`src/rtl/mls_pkg.sv`:
```
// Motor link supervisor package: mode, action and command codes, drive state
// codes, flag bit positions and the transaction structs.
// No dependencies.
package mls_pkg;

  typedef enum logic [3:0] {
    MODE_UNKNOWN   = 4'd0,
    MODE_IDLE_NA   = 4'd1,
    MODE_ALIGN_TX  = 4'd2,
    MODE_ALIGNING  = 4'd3,
    MODE_IDLE_AL   = 4'd4,
    MODE_TORQUE_TX = 4'd5,
    MODE_START_TX  = 4'd6,
    MODE_RUNNING   = 4'd7,
    MODE_STOP_TX   = 4'd8,
    MODE_STOPPING  = 4'd9,
    MODE_FAULT_ACT = 4'd10,
    MODE_FAULT_PAS = 4'd11,
    MODE_ACK_TX    = 4'd12
  } mode_t;

  typedef enum logic [1:0] {
    ACT_USER      = 2'd0,
    ACT_TELEMETRY = 2'd1,
    ACT_RESPONSE  = 2'd2,
    ACT_TIMEOUT   = 2'd3
  } action_t;

  typedef enum logic [1:0] {
    UCMD_ALIGN     = 2'd0,
    UCMD_START     = 2'd1,
    UCMD_STOP      = 2'd2,
    UCMD_ACK_FAULT = 2'd3
  } ucmd_t;

  typedef enum logic [2:0] {
    CMD_NONE         = 3'd0,
    CMD_ALIGN        = 3'd1,
    CMD_RESET_TORQUE = 3'd2,
    CMD_START        = 3'd3,
    CMD_STOP         = 3'd4,
    CMD_ACK_FAULT    = 3'd5
  } cmd_t;

  localparam logic [4:0] DS_IDLE        = 5'd0;
  localparam logic [4:0] DS_ALIGN_FIRST = 5'd1;
  localparam logic [4:0] DS_ALIGN_LAST  = 5'd4;
  localparam logic [4:0] DS_START_FIRST = 5'd5;
  localparam logic [4:0] DS_START_LAST  = 5'd10;
  localparam logic [4:0] DS_RUN         = 5'd11;
  localparam logic [4:0] DS_STOP_FIRST  = 5'd12;
  localparam logic [4:0] DS_STOP_LAST   = 5'd14;
  localparam logic [4:0] DS_FAULT_NOW   = 5'd15;
  localparam logic [4:0] DS_FAULT_OVER  = 5'd16;
  localparam logic [4:0] DS_ICL_WAIT    = 5'd17;

  localparam int FLAG_ALIVE   = 0;
  localparam int FLAG_READY   = 1;
  localparam int FLAG_ALIGNED = 2;
  localparam int FLAG_STARTED = 3;
  localparam int FLAG_FAULT   = 4;

  typedef struct packed {
    logic [1:0] action;
    logic [1:0] host_request;
    logic [4:0] drive_state;
    logic       response_nack;
  } in_item_t;

  typedef struct packed {
    logic [3:0] supervisor_state;
    logic [4:0] event_flags;
    logic [2:0] send_command;
    logic [7:0] command_target;
    logic       command_rejected;
    logic       state_changed;
  } out_item_t;

endpackage

```
`src/rtl/motor_link_supervisor_fsm.sv`:
```
// Motor link supervisor: input register, supervisor state machine, result register.
// A transaction waits in the input register; its result is loaded into the result register when it advances.
// Throughput: one transaction per cycle while the result is not stalled; the mode/flag update is a registered loop.
// in_ready drops only when the input register is full and the result is stalled.
// Reset (rst, synchronous): mode unknown, all flags clear, drive address 0, pipeline empty.
// Depends on mls_pkg and mls_core.
module motor_link_supervisor_fsm (
  input  logic               clk,
  input  logic               rst,
  input  logic               in_valid,
  output logic               in_ready,
  input  mls_pkg::in_item_t  in_item,
  output logic               out_valid,
  input  logic               out_ready,
  output mls_pkg::out_item_t out_item,
  input  logic               cfg_wr_en,
  input  logic [7:0]         cfg_wr_data
);

  logic               valid1;
  mls_pkg::in_item_t  item1;
  logic [7:0]         drive_addr;
  logic               advance;
  mls_pkg::out_item_t result;

  assign advance  = valid1 && (!out_valid || out_ready);
  assign in_ready = !valid1 || advance;

  always_ff @(posedge clk) begin
    if (rst) begin
      drive_addr <= '0;
    end else if (cfg_wr_en) begin
      drive_addr <= cfg_wr_data;
    end
  end

  always_ff @(posedge clk) begin
    if (rst) begin
      valid1    <= 1'b0;
      out_valid <= 1'b0;
    end else begin
      valid1    <= (in_valid && in_ready) || (valid1 && !advance);
      out_valid <= advance || (out_valid && !out_ready);
    end
  end

  always_ff @(posedge clk) begin
    if (in_valid && in_ready) begin
      item1 <= in_item;
    end
    if (advance) begin
      out_item <= result;
    end
  end

  mls_core u_core (
    .clk        (clk),
    .rst        (rst),
    .step       (advance),
    .item       (item1),
    .drive_addr (drive_addr),
    .result     (result)
  );

`ifndef NO_ASSERTIONS
  a_target_zero: assert property (@(posedge clk) disable iff (rst)
    out_valid && out_item.send_command == mls_pkg::CMD_NONE |-> out_item.command_target == 8'd0)
    else $error("command_target set without a command");

  a_unknown_flags: assert property (@(posedge clk) disable iff (rst)
    out_valid && out_item.supervisor_state == mls_pkg::MODE_UNKNOWN |->
      out_item.event_flags == 5'd0)
    else $error("flags set in unknown mode");

  a_reject_quiet: assert property (@(posedge clk) disable iff (rst)
    out_valid && out_item.command_rejected |->
      !out_item.state_changed && out_item.send_command == mls_pkg::CMD_NONE)
    else $error("rejected command moved the state");

  a_stall_cause: assert property (@(posedge clk) disable iff (rst)
    !in_ready |-> valid1 && out_valid && !out_ready)
    else $error("input stalled without output backpressure");

  a_result_load: assert property (@(posedge clk) disable iff (rst)
    advance |=> out_valid)
    else $error("processed transaction not presented");
`endif

endmodule

```
`src/rtl/mls_core.sv`:
```
// Supervisor state machine: mode and flag registers plus the event decode
// that forms the next mode, flags and link command for one transaction.
// Depends on mls_pkg.
module mls_core (
  input  logic              clk,
  input  logic              rst,
  input  logic              step,
  input  mls_pkg::in_item_t item,
  input  logic [7:0]        drive_addr,
  output mls_pkg::out_item_t result
);

  mls_pkg::mode_t mode;
  mls_pkg::mode_t mode_next;
  logic [4:0]     flags;
  logic [4:0]     flags_next;

  mls_pkg::mode_t target;
  logic           target_vld;
  logic           rejected;
  logic           move;
  mls_pkg::cmd_t  cmd;

  always_ff @(posedge clk) begin
    if (rst) begin
      mode  <= mls_pkg::MODE_UNKNOWN;
      flags <= '0;
    end else if (step) begin
      mode  <= mode_next;
      flags <= flags_next;
    end
  end

  // Pick the requested target mode for this event, if any.
  always_comb begin
    target     = mode;
    target_vld = 1'b0;
    rejected   = 1'b0;
    unique case (mls_pkg::action_t'(item.action))
      mls_pkg::ACT_USER: begin
        // Only the four idle/running/fault-waiting modes take user commands.
        case (mode)
          mls_pkg::MODE_IDLE_NA: begin
            target     = mls_pkg::MODE_ALIGN_TX;
            target_vld = (item.host_request == mls_pkg::UCMD_ALIGN);
            rejected   = !target_vld;
          end
          mls_pkg::MODE_IDLE_AL: begin
            target     = mls_pkg::MODE_TORQUE_TX;
            target_vld = (item.host_request == mls_pkg::UCMD_START);
            rejected   = !target_vld;
          end
          mls_pkg::MODE_RUNNING: begin
            target     = mls_pkg::MODE_STOP_TX;
            target_vld = (item.host_request == mls_pkg::UCMD_STOP);
            rejected   = !target_vld;
          end
          mls_pkg::MODE_FAULT_PAS: begin
            target     = mls_pkg::MODE_ACK_TX;
            target_vld = (item.host_request == mls_pkg::UCMD_ACK_FAULT);
            rejected   = !target_vld;
          end
          default: ;
        endcase
      end
      mls_pkg::ACT_TELEMETRY: begin
        case (item.drive_state) inside
          [mls_pkg::DS_STOP_FIRST:mls_pkg::DS_STOP_LAST], mls_pkg::DS_ICL_WAIT: begin
            target     = mls_pkg::MODE_STOPPING;
            target_vld = 1'b1;
          end
          mls_pkg::DS_FAULT_NOW: begin
            target     = mls_pkg::MODE_FAULT_ACT;
            target_vld = 1'b1;
          end
          mls_pkg::DS_FAULT_OVER: begin
            // ignored while the fault acknowledge is outstanding
            target     = mls_pkg::MODE_FAULT_PAS;
            target_vld = (mode != mls_pkg::MODE_ACK_TX);
          end
          [mls_pkg::DS_START_FIRST:mls_pkg::DS_START_LAST]: begin
            target     = mls_pkg::MODE_START_TX;
            target_vld = 1'b1;
          end
          [mls_pkg::DS_ALIGN_FIRST:mls_pkg::DS_ALIGN_LAST]: begin
            target     = mls_pkg::MODE_ALIGNING;
            target_vld = 1'b1;
          end
          default: begin
            // per-mode handler: only idle and run reports matter here
            case (mode)
              mls_pkg::MODE_UNKNOWN: begin
                target     = mls_pkg::MODE_IDLE_NA;
                target_vld = (item.drive_state == mls_pkg::DS_IDLE);
              end
              mls_pkg::MODE_ALIGNING, mls_pkg::MODE_STOP_TX,
              mls_pkg::MODE_ACK_TX, mls_pkg::MODE_STOPPING: begin
                target     = mls_pkg::MODE_IDLE_AL;
                target_vld = (item.drive_state == mls_pkg::DS_IDLE);
              end
              mls_pkg::MODE_START_TX: begin
                target     = mls_pkg::MODE_RUNNING;
                target_vld = (item.drive_state == mls_pkg::DS_RUN);
              end
              default: ;
            endcase
          end
        endcase
      end
      mls_pkg::ACT_RESPONSE: begin
        if (item.response_nack) begin
          target     = mls_pkg::MODE_UNKNOWN;
          target_vld = 1'b1;
        end else if (mode == mls_pkg::MODE_ALIGN_TX) begin
          target     = mls_pkg::MODE_ALIGNING;
          target_vld = 1'b1;
        end else if (mode == mls_pkg::MODE_TORQUE_TX) begin
          target     = mls_pkg::MODE_START_TX;
          target_vld = 1'b1;
        end
      end
      mls_pkg::ACT_TIMEOUT: begin
        target     = mls_pkg::MODE_UNKNOWN;
        target_vld = 1'b1;
      end
      default: ;
    endcase
  end

  // Exit action of the old mode, then entry action of the new one.
  always_comb begin
    move       = target_vld && (target != mode);
    mode_next  = move ? target : mode;
    flags_next = flags;
    cmd        = mls_pkg::CMD_NONE;
    if (move) begin
      case (mode)
        mls_pkg::MODE_UNKNOWN: flags_next[mls_pkg::FLAG_ALIVE]   = 1'b1;
        mls_pkg::MODE_IDLE_AL: flags_next[mls_pkg::FLAG_READY]   = 1'b0;
        mls_pkg::MODE_RUNNING: flags_next[mls_pkg::FLAG_STARTED] = 1'b0;
        default: ;
      endcase
      case (target)
        mls_pkg::MODE_UNKNOWN:   flags_next = '0;
        mls_pkg::MODE_ALIGN_TX:  cmd = mls_pkg::CMD_ALIGN;
        mls_pkg::MODE_IDLE_AL: begin
          flags_next[mls_pkg::FLAG_READY]   = 1'b1;
          flags_next[mls_pkg::FLAG_ALIGNED] = 1'b1;
        end
        mls_pkg::MODE_TORQUE_TX: cmd = mls_pkg::CMD_RESET_TORQUE;
        mls_pkg::MODE_START_TX:  cmd = mls_pkg::CMD_START;
        mls_pkg::MODE_RUNNING:   flags_next[mls_pkg::FLAG_STARTED] = 1'b1;
        mls_pkg::MODE_STOP_TX:   cmd = mls_pkg::CMD_STOP;
        mls_pkg::MODE_FAULT_ACT, mls_pkg::MODE_FAULT_PAS:
          flags_next[mls_pkg::FLAG_FAULT] = 1'b1;
        mls_pkg::MODE_ACK_TX:    cmd = mls_pkg::CMD_ACK_FAULT;
        default: ;
      endcase
    end
  end

  always_comb begin
    result.supervisor_state = mode_next;
    result.event_flags      = flags_next;
    result.send_command     = cmd;
    result.command_target   = (cmd != mls_pkg::CMD_NONE) ? drive_addr : 8'd0;
    result.command_rejected = rejected;
    result.state_changed    = move;
  end

endmodule
```
`config.mk`:
```
export PLATFORM = sky130hd
export DESIGN_NAME = motor_link_supervisor_fsm
export DESIGN_NICKNAME = d
export VERILOG_FILES = /design/src/rtl/mls_pkg.sv /design/src/rtl/motor_link_supervisor_fsm.sv /design/src/rtl/mls_core.sv
export SDC_FILE = /design/constraint.sdc
export NUM_CORES = 1
export LEC_CHECK = 0
export ABC_CLOCK_PERIOD_IN_PS = 3850
export BUFFER_PORTS_ARGS = -buffer_cell sky130_fd_sc_hd__buf_2
export CAP_MARGIN = 20
export CORE_ASPECT_RATIO = 0.7
export CORE_MARGIN = 2
export CORE_UTILIZATION = 57
export DETAILED_ROUTE_END_ITERATION = 16
export PLACE_DENSITY = 0.8
export RECOVER_POWER = 25
export SLEW_MARGIN = 25
export SYNTH_ARGS = -nofsm -noshare
export SYNTH_HDL_FRONTEND = slang
export SYNTH_HIERARCHICAL = 1
export SYNTH_SLANG_ARGS = --single-unit
```
`constraint.sdc`:
```
create_clock -name clk -period 3.85 [get_ports clk]
set_input_delay 0.5775 -clock clk [delete_from_list [all_inputs] [get_ports clk]]
set_output_delay 0.5775 -clock clk [all_outputs]
set_load 0.02 [all_outputs]
```
==> results.json <==
{
  "drt-met1-wl_mm": 3.01,
  "synth-edff-count": 32,
  "path_clk_slew_ns": 0.09,
  "cts_buffer_depth": 2,
  "dr_wl_met2_mm": 2.64,
  "worstMarginPinSlew_ns": 1.01,
  "min_path_type": "input pin to register",
  "postRouteAntennaNets": 0,
  "rsz0062_at_grt": "false",
  "grt_first_pass_wirelength_mm": 10.4,
  "max_freq_ghz": 0.292,
  "firstDrtPassIters": 5,
  "num-nets-final": 352,
  "design.core.area_um2": 4860,
  "placed_area_um2": 3160,
  "cts_root_buf": "clkbuf_8",
  "hpwl_mm": 4.40,
  "seq_area_frac_synth_pct": 45.6,
  "yosys.area.top_type": "edfxtp_1",
  "finalCritPeriodShare_pct": 89.1,
  "ys_ff_latch": 51,
  "p_leak_nw": 1.24,
  "syn_to_final_growth_pct": 11.4,
  "ctsResizeCount": 0,
  "num_io_pins": 47,
  "wl_met3_um": 505,
  "place_congestion": 0.974,
  "layout.area.seq_um2": 1340,
  "rr_endpoint": "u_core/flags[3]",
  "drt-vias-per-instance": 6.10,
  "cts_tree": "yes",
  "synth_area_leaders": "edfxtp_1, dfxtp_1, a21oi_1",
  "whs_path_depth": 1,
  "setup_viol": 0,
  "critPathMaxFanout": 22,
  "drive_above_1_share_pct": 25.2,
  "grt_pass1_vias": 2188,
  "synth_most_common_cell": "edfxtp_1",
  "pwr_density_cell_nw_per_um2": 401,
  "required_ns": 4.06,
  "min_period_ns": 3.43,
  "holdWs_ns": 0.443,
  "fin_skew_ns": 0.00401,
  "slew_violations": 0,
  "outcome": "complete, no violations",
  "max-vdd-ir-drop_v": 0.000260,
  "post_cts_buffers": 0,
  "final_cells": 399,
  "hp-start": "in_item[8]",
  "synth.top_cell.area_share_pct": 32.7,
  "io_buffers": 46,
  "power_frac_seq_pct": 50.2,
  "maxCapViolCount": 0,
  "grt_max_degree": 33,
  "p_sw_share_pct": 30.1,
  "hold_buffers": 0,
  "syn_area_um2": 2940,
  "wl_per_cell_um": 15.6,
  "critical_path_arrival_ns": 3.64,
  "r2r_slack_ns": 0.42,
  "clockPowerShare_pct": 27.5,
  "postLayoutCellArea_um2": 3270,
  "first_iter_violations": 305,
  "syn_inst": 296,
  "die_y_um": 64.1,
  "power_frac_comb_pct": 22.3,
  "cts_buffers": 5,
  "endpoint_kind": "register",
  "antenna_found_initial": 0,
  "tns_ns": 0,
  "n_fill_cell": 375,
  "drc": 0,
  "rr_startpoint": "u_core/mode[1]",
  "clock_latency_ns": 0.30,
  "vias": 2433,
  "row_count": 21,
  "antenna_cells": 0,
  "post-place-ws_ns": 0.491,
  "p_sw_mw": 0.395,
  "gr-total-overflow": 0,
  "dp.cells": 391,
  "worst-r2r-cell-count": 8,
  "min_to": "item1[8]",
  "syn_nets": 319,
  "highest_layer": "met4",
  "worst_path_max_delay_cell": "dfxtp_1",
  "die_w_um": 89.8,
  "clock-sinks": 51,
  "yosysUniqueCellTypes": 68,
  "start_kind": "register",
  "synth_common_cells": "edfxtp_1, a21oi_1, nor2_1, dfxtp_1, o21ai_0",
  "cts.htree.levels": 2,
  "yosys_warnings": 6,
  "multiInputGateArea_um2": 1400,
  "fin_ws_ns": 0.420,
  "path_cells": "nor4bb_1, a2111oi_2, o311ai_4, xnor2_1, o21ai_2, inv_2, o21a_4, a2111oi_4",
  "p_int_mw": 0.918,
  "finalWirelength_mm": 6.21,
  "syn_avg_cell_area_um2": 9.93,
  "synth-main-ff-cell": "edfxtp_1",
  "die_area_um2": 5760,
  "synthArstFlopShare_pct": 0,
  "path_class": "register to register",
  "grt_usage_pct": 22.6,
  "start_util_pct": 60.5,
  "hold_violations": 0,
  "slew_headroom_pct": 32.8,
  "critPathMaxStageDelay_ns": 0.69
}
-- cell families (layout without fill, tap and decap cells) --
| group | after synthesis | count (layout) | synth area share (%) |
|---|---|---|---|
| flip-flops | 51 | 51 | 45.6 |
| AO/OA/AOI/OAI | 92 | 92 | 23.5 |
| AND/OR/NAND/NOR | 102 | 102 | 20.4 |
| buffers and inverters | 40 | 74 | 6.77 |
| multiplexers | 9 | 9 | 3.06 |
| XOR/XNOR | 2 | 2 | 0.596 |
-- layout make-up --
class / count / share of cell area [%]
Clock buffer: 7 / 3.29
Clock inverter: 1 / 0.267
Inverter: 13 / 1.49
Multi-Input combinational cell: 205 / 42.8
Sequential cell: 51 / 41.0
Tap cell: 69 / 2.64
Timing Repair Buffer: 53 / 8.60
-- registers in the layout, indices dropped and copies added, names as in the netlist --
signal,cells
item1,10
out_item,22
out_valid,1
u_core/mode,4
drive_addr,8
valid1,1
u_core/flags,5
-- how the worst max path moves through the flow --
| stage | startpoint | to | slack [ns] |
|---|---|---|---|
| after floorplan | item1[2] | out_item[13] | 1.13 |
| after global placement | item1[2] | u_core/flags[3] | 0.61 |
| after detailed placement | u_core/mode[1] | u_core/flags[3] | 0.49 |
| after CTS | u_core/mode[1] | u_core/flags[3] | 0.48 |
| after global routing | u_core/mode[1] | u_core/flags[3] | 0.19 |
| final | u_core/mode[1] | u_core/flags[3] | 0.42 |
-- metal layers --
layer / up-vias / GRT usage, %
met2: 103 / 32.4
met1: 1152 / 34.1
li1: 1171 / -
met4: 0 / 6.54
met3: 7 / 5.31
met5: - / 0
-- power by group through the flow --
stage               clock network [mW]  registers [mW]  logic [mW]
floorplan                            0           0.662       0.237
global placement                     0           0.668       0.281
detailed placement                   0           0.670       0.286
CTS                              0.369           0.658       0.288
global route                     0.392           0.665       0.317
finish                           0.361           0.660       0.292
-- worst max-delay path: cells and delay by family, from the launching register on --
kind | cells | cell delay [ns]
buffers and inverters | 1 | 0.26
and+or+nand+nor | 1 | 0.58
AOI/OAI and AO/OA | 5 | 1.64
DFF | 1 | 0.69
xor gates and xnor gates | 1 | 0.15
-- cells in the final DEF (no fill, tap or decap), types with 3 or more instances in the layout --
master / count
nor3b_1: 7
buf_4: 7
edfxtp_1: 32
dfxtp_1: 19
clkbuf_8: 6
a31oi_1: 3
inv_1: 11
or2_2: 4
nand2_1: 10
a211oi_1: 8
o21ai_0: 13
o22ai_1: 3
a21oi_1: 29
nor3_1: 8
mux2i_1: 9
nand4_1: 3
and3_1: 10
nor2_1: 29
and2_1: 3
buf_2: 45
nand2b_1: 7
-- stage by stage --
stage,util [%],power [mW]
floorplan,-,0.899
global placement,65.0,0.950
detailed placement,65.0,0.957
CTS,67.4,1.31
global route,67.4,1.37
finish,67.4,1.31
No activity file was read; power rests on OpenSTA's default activity.
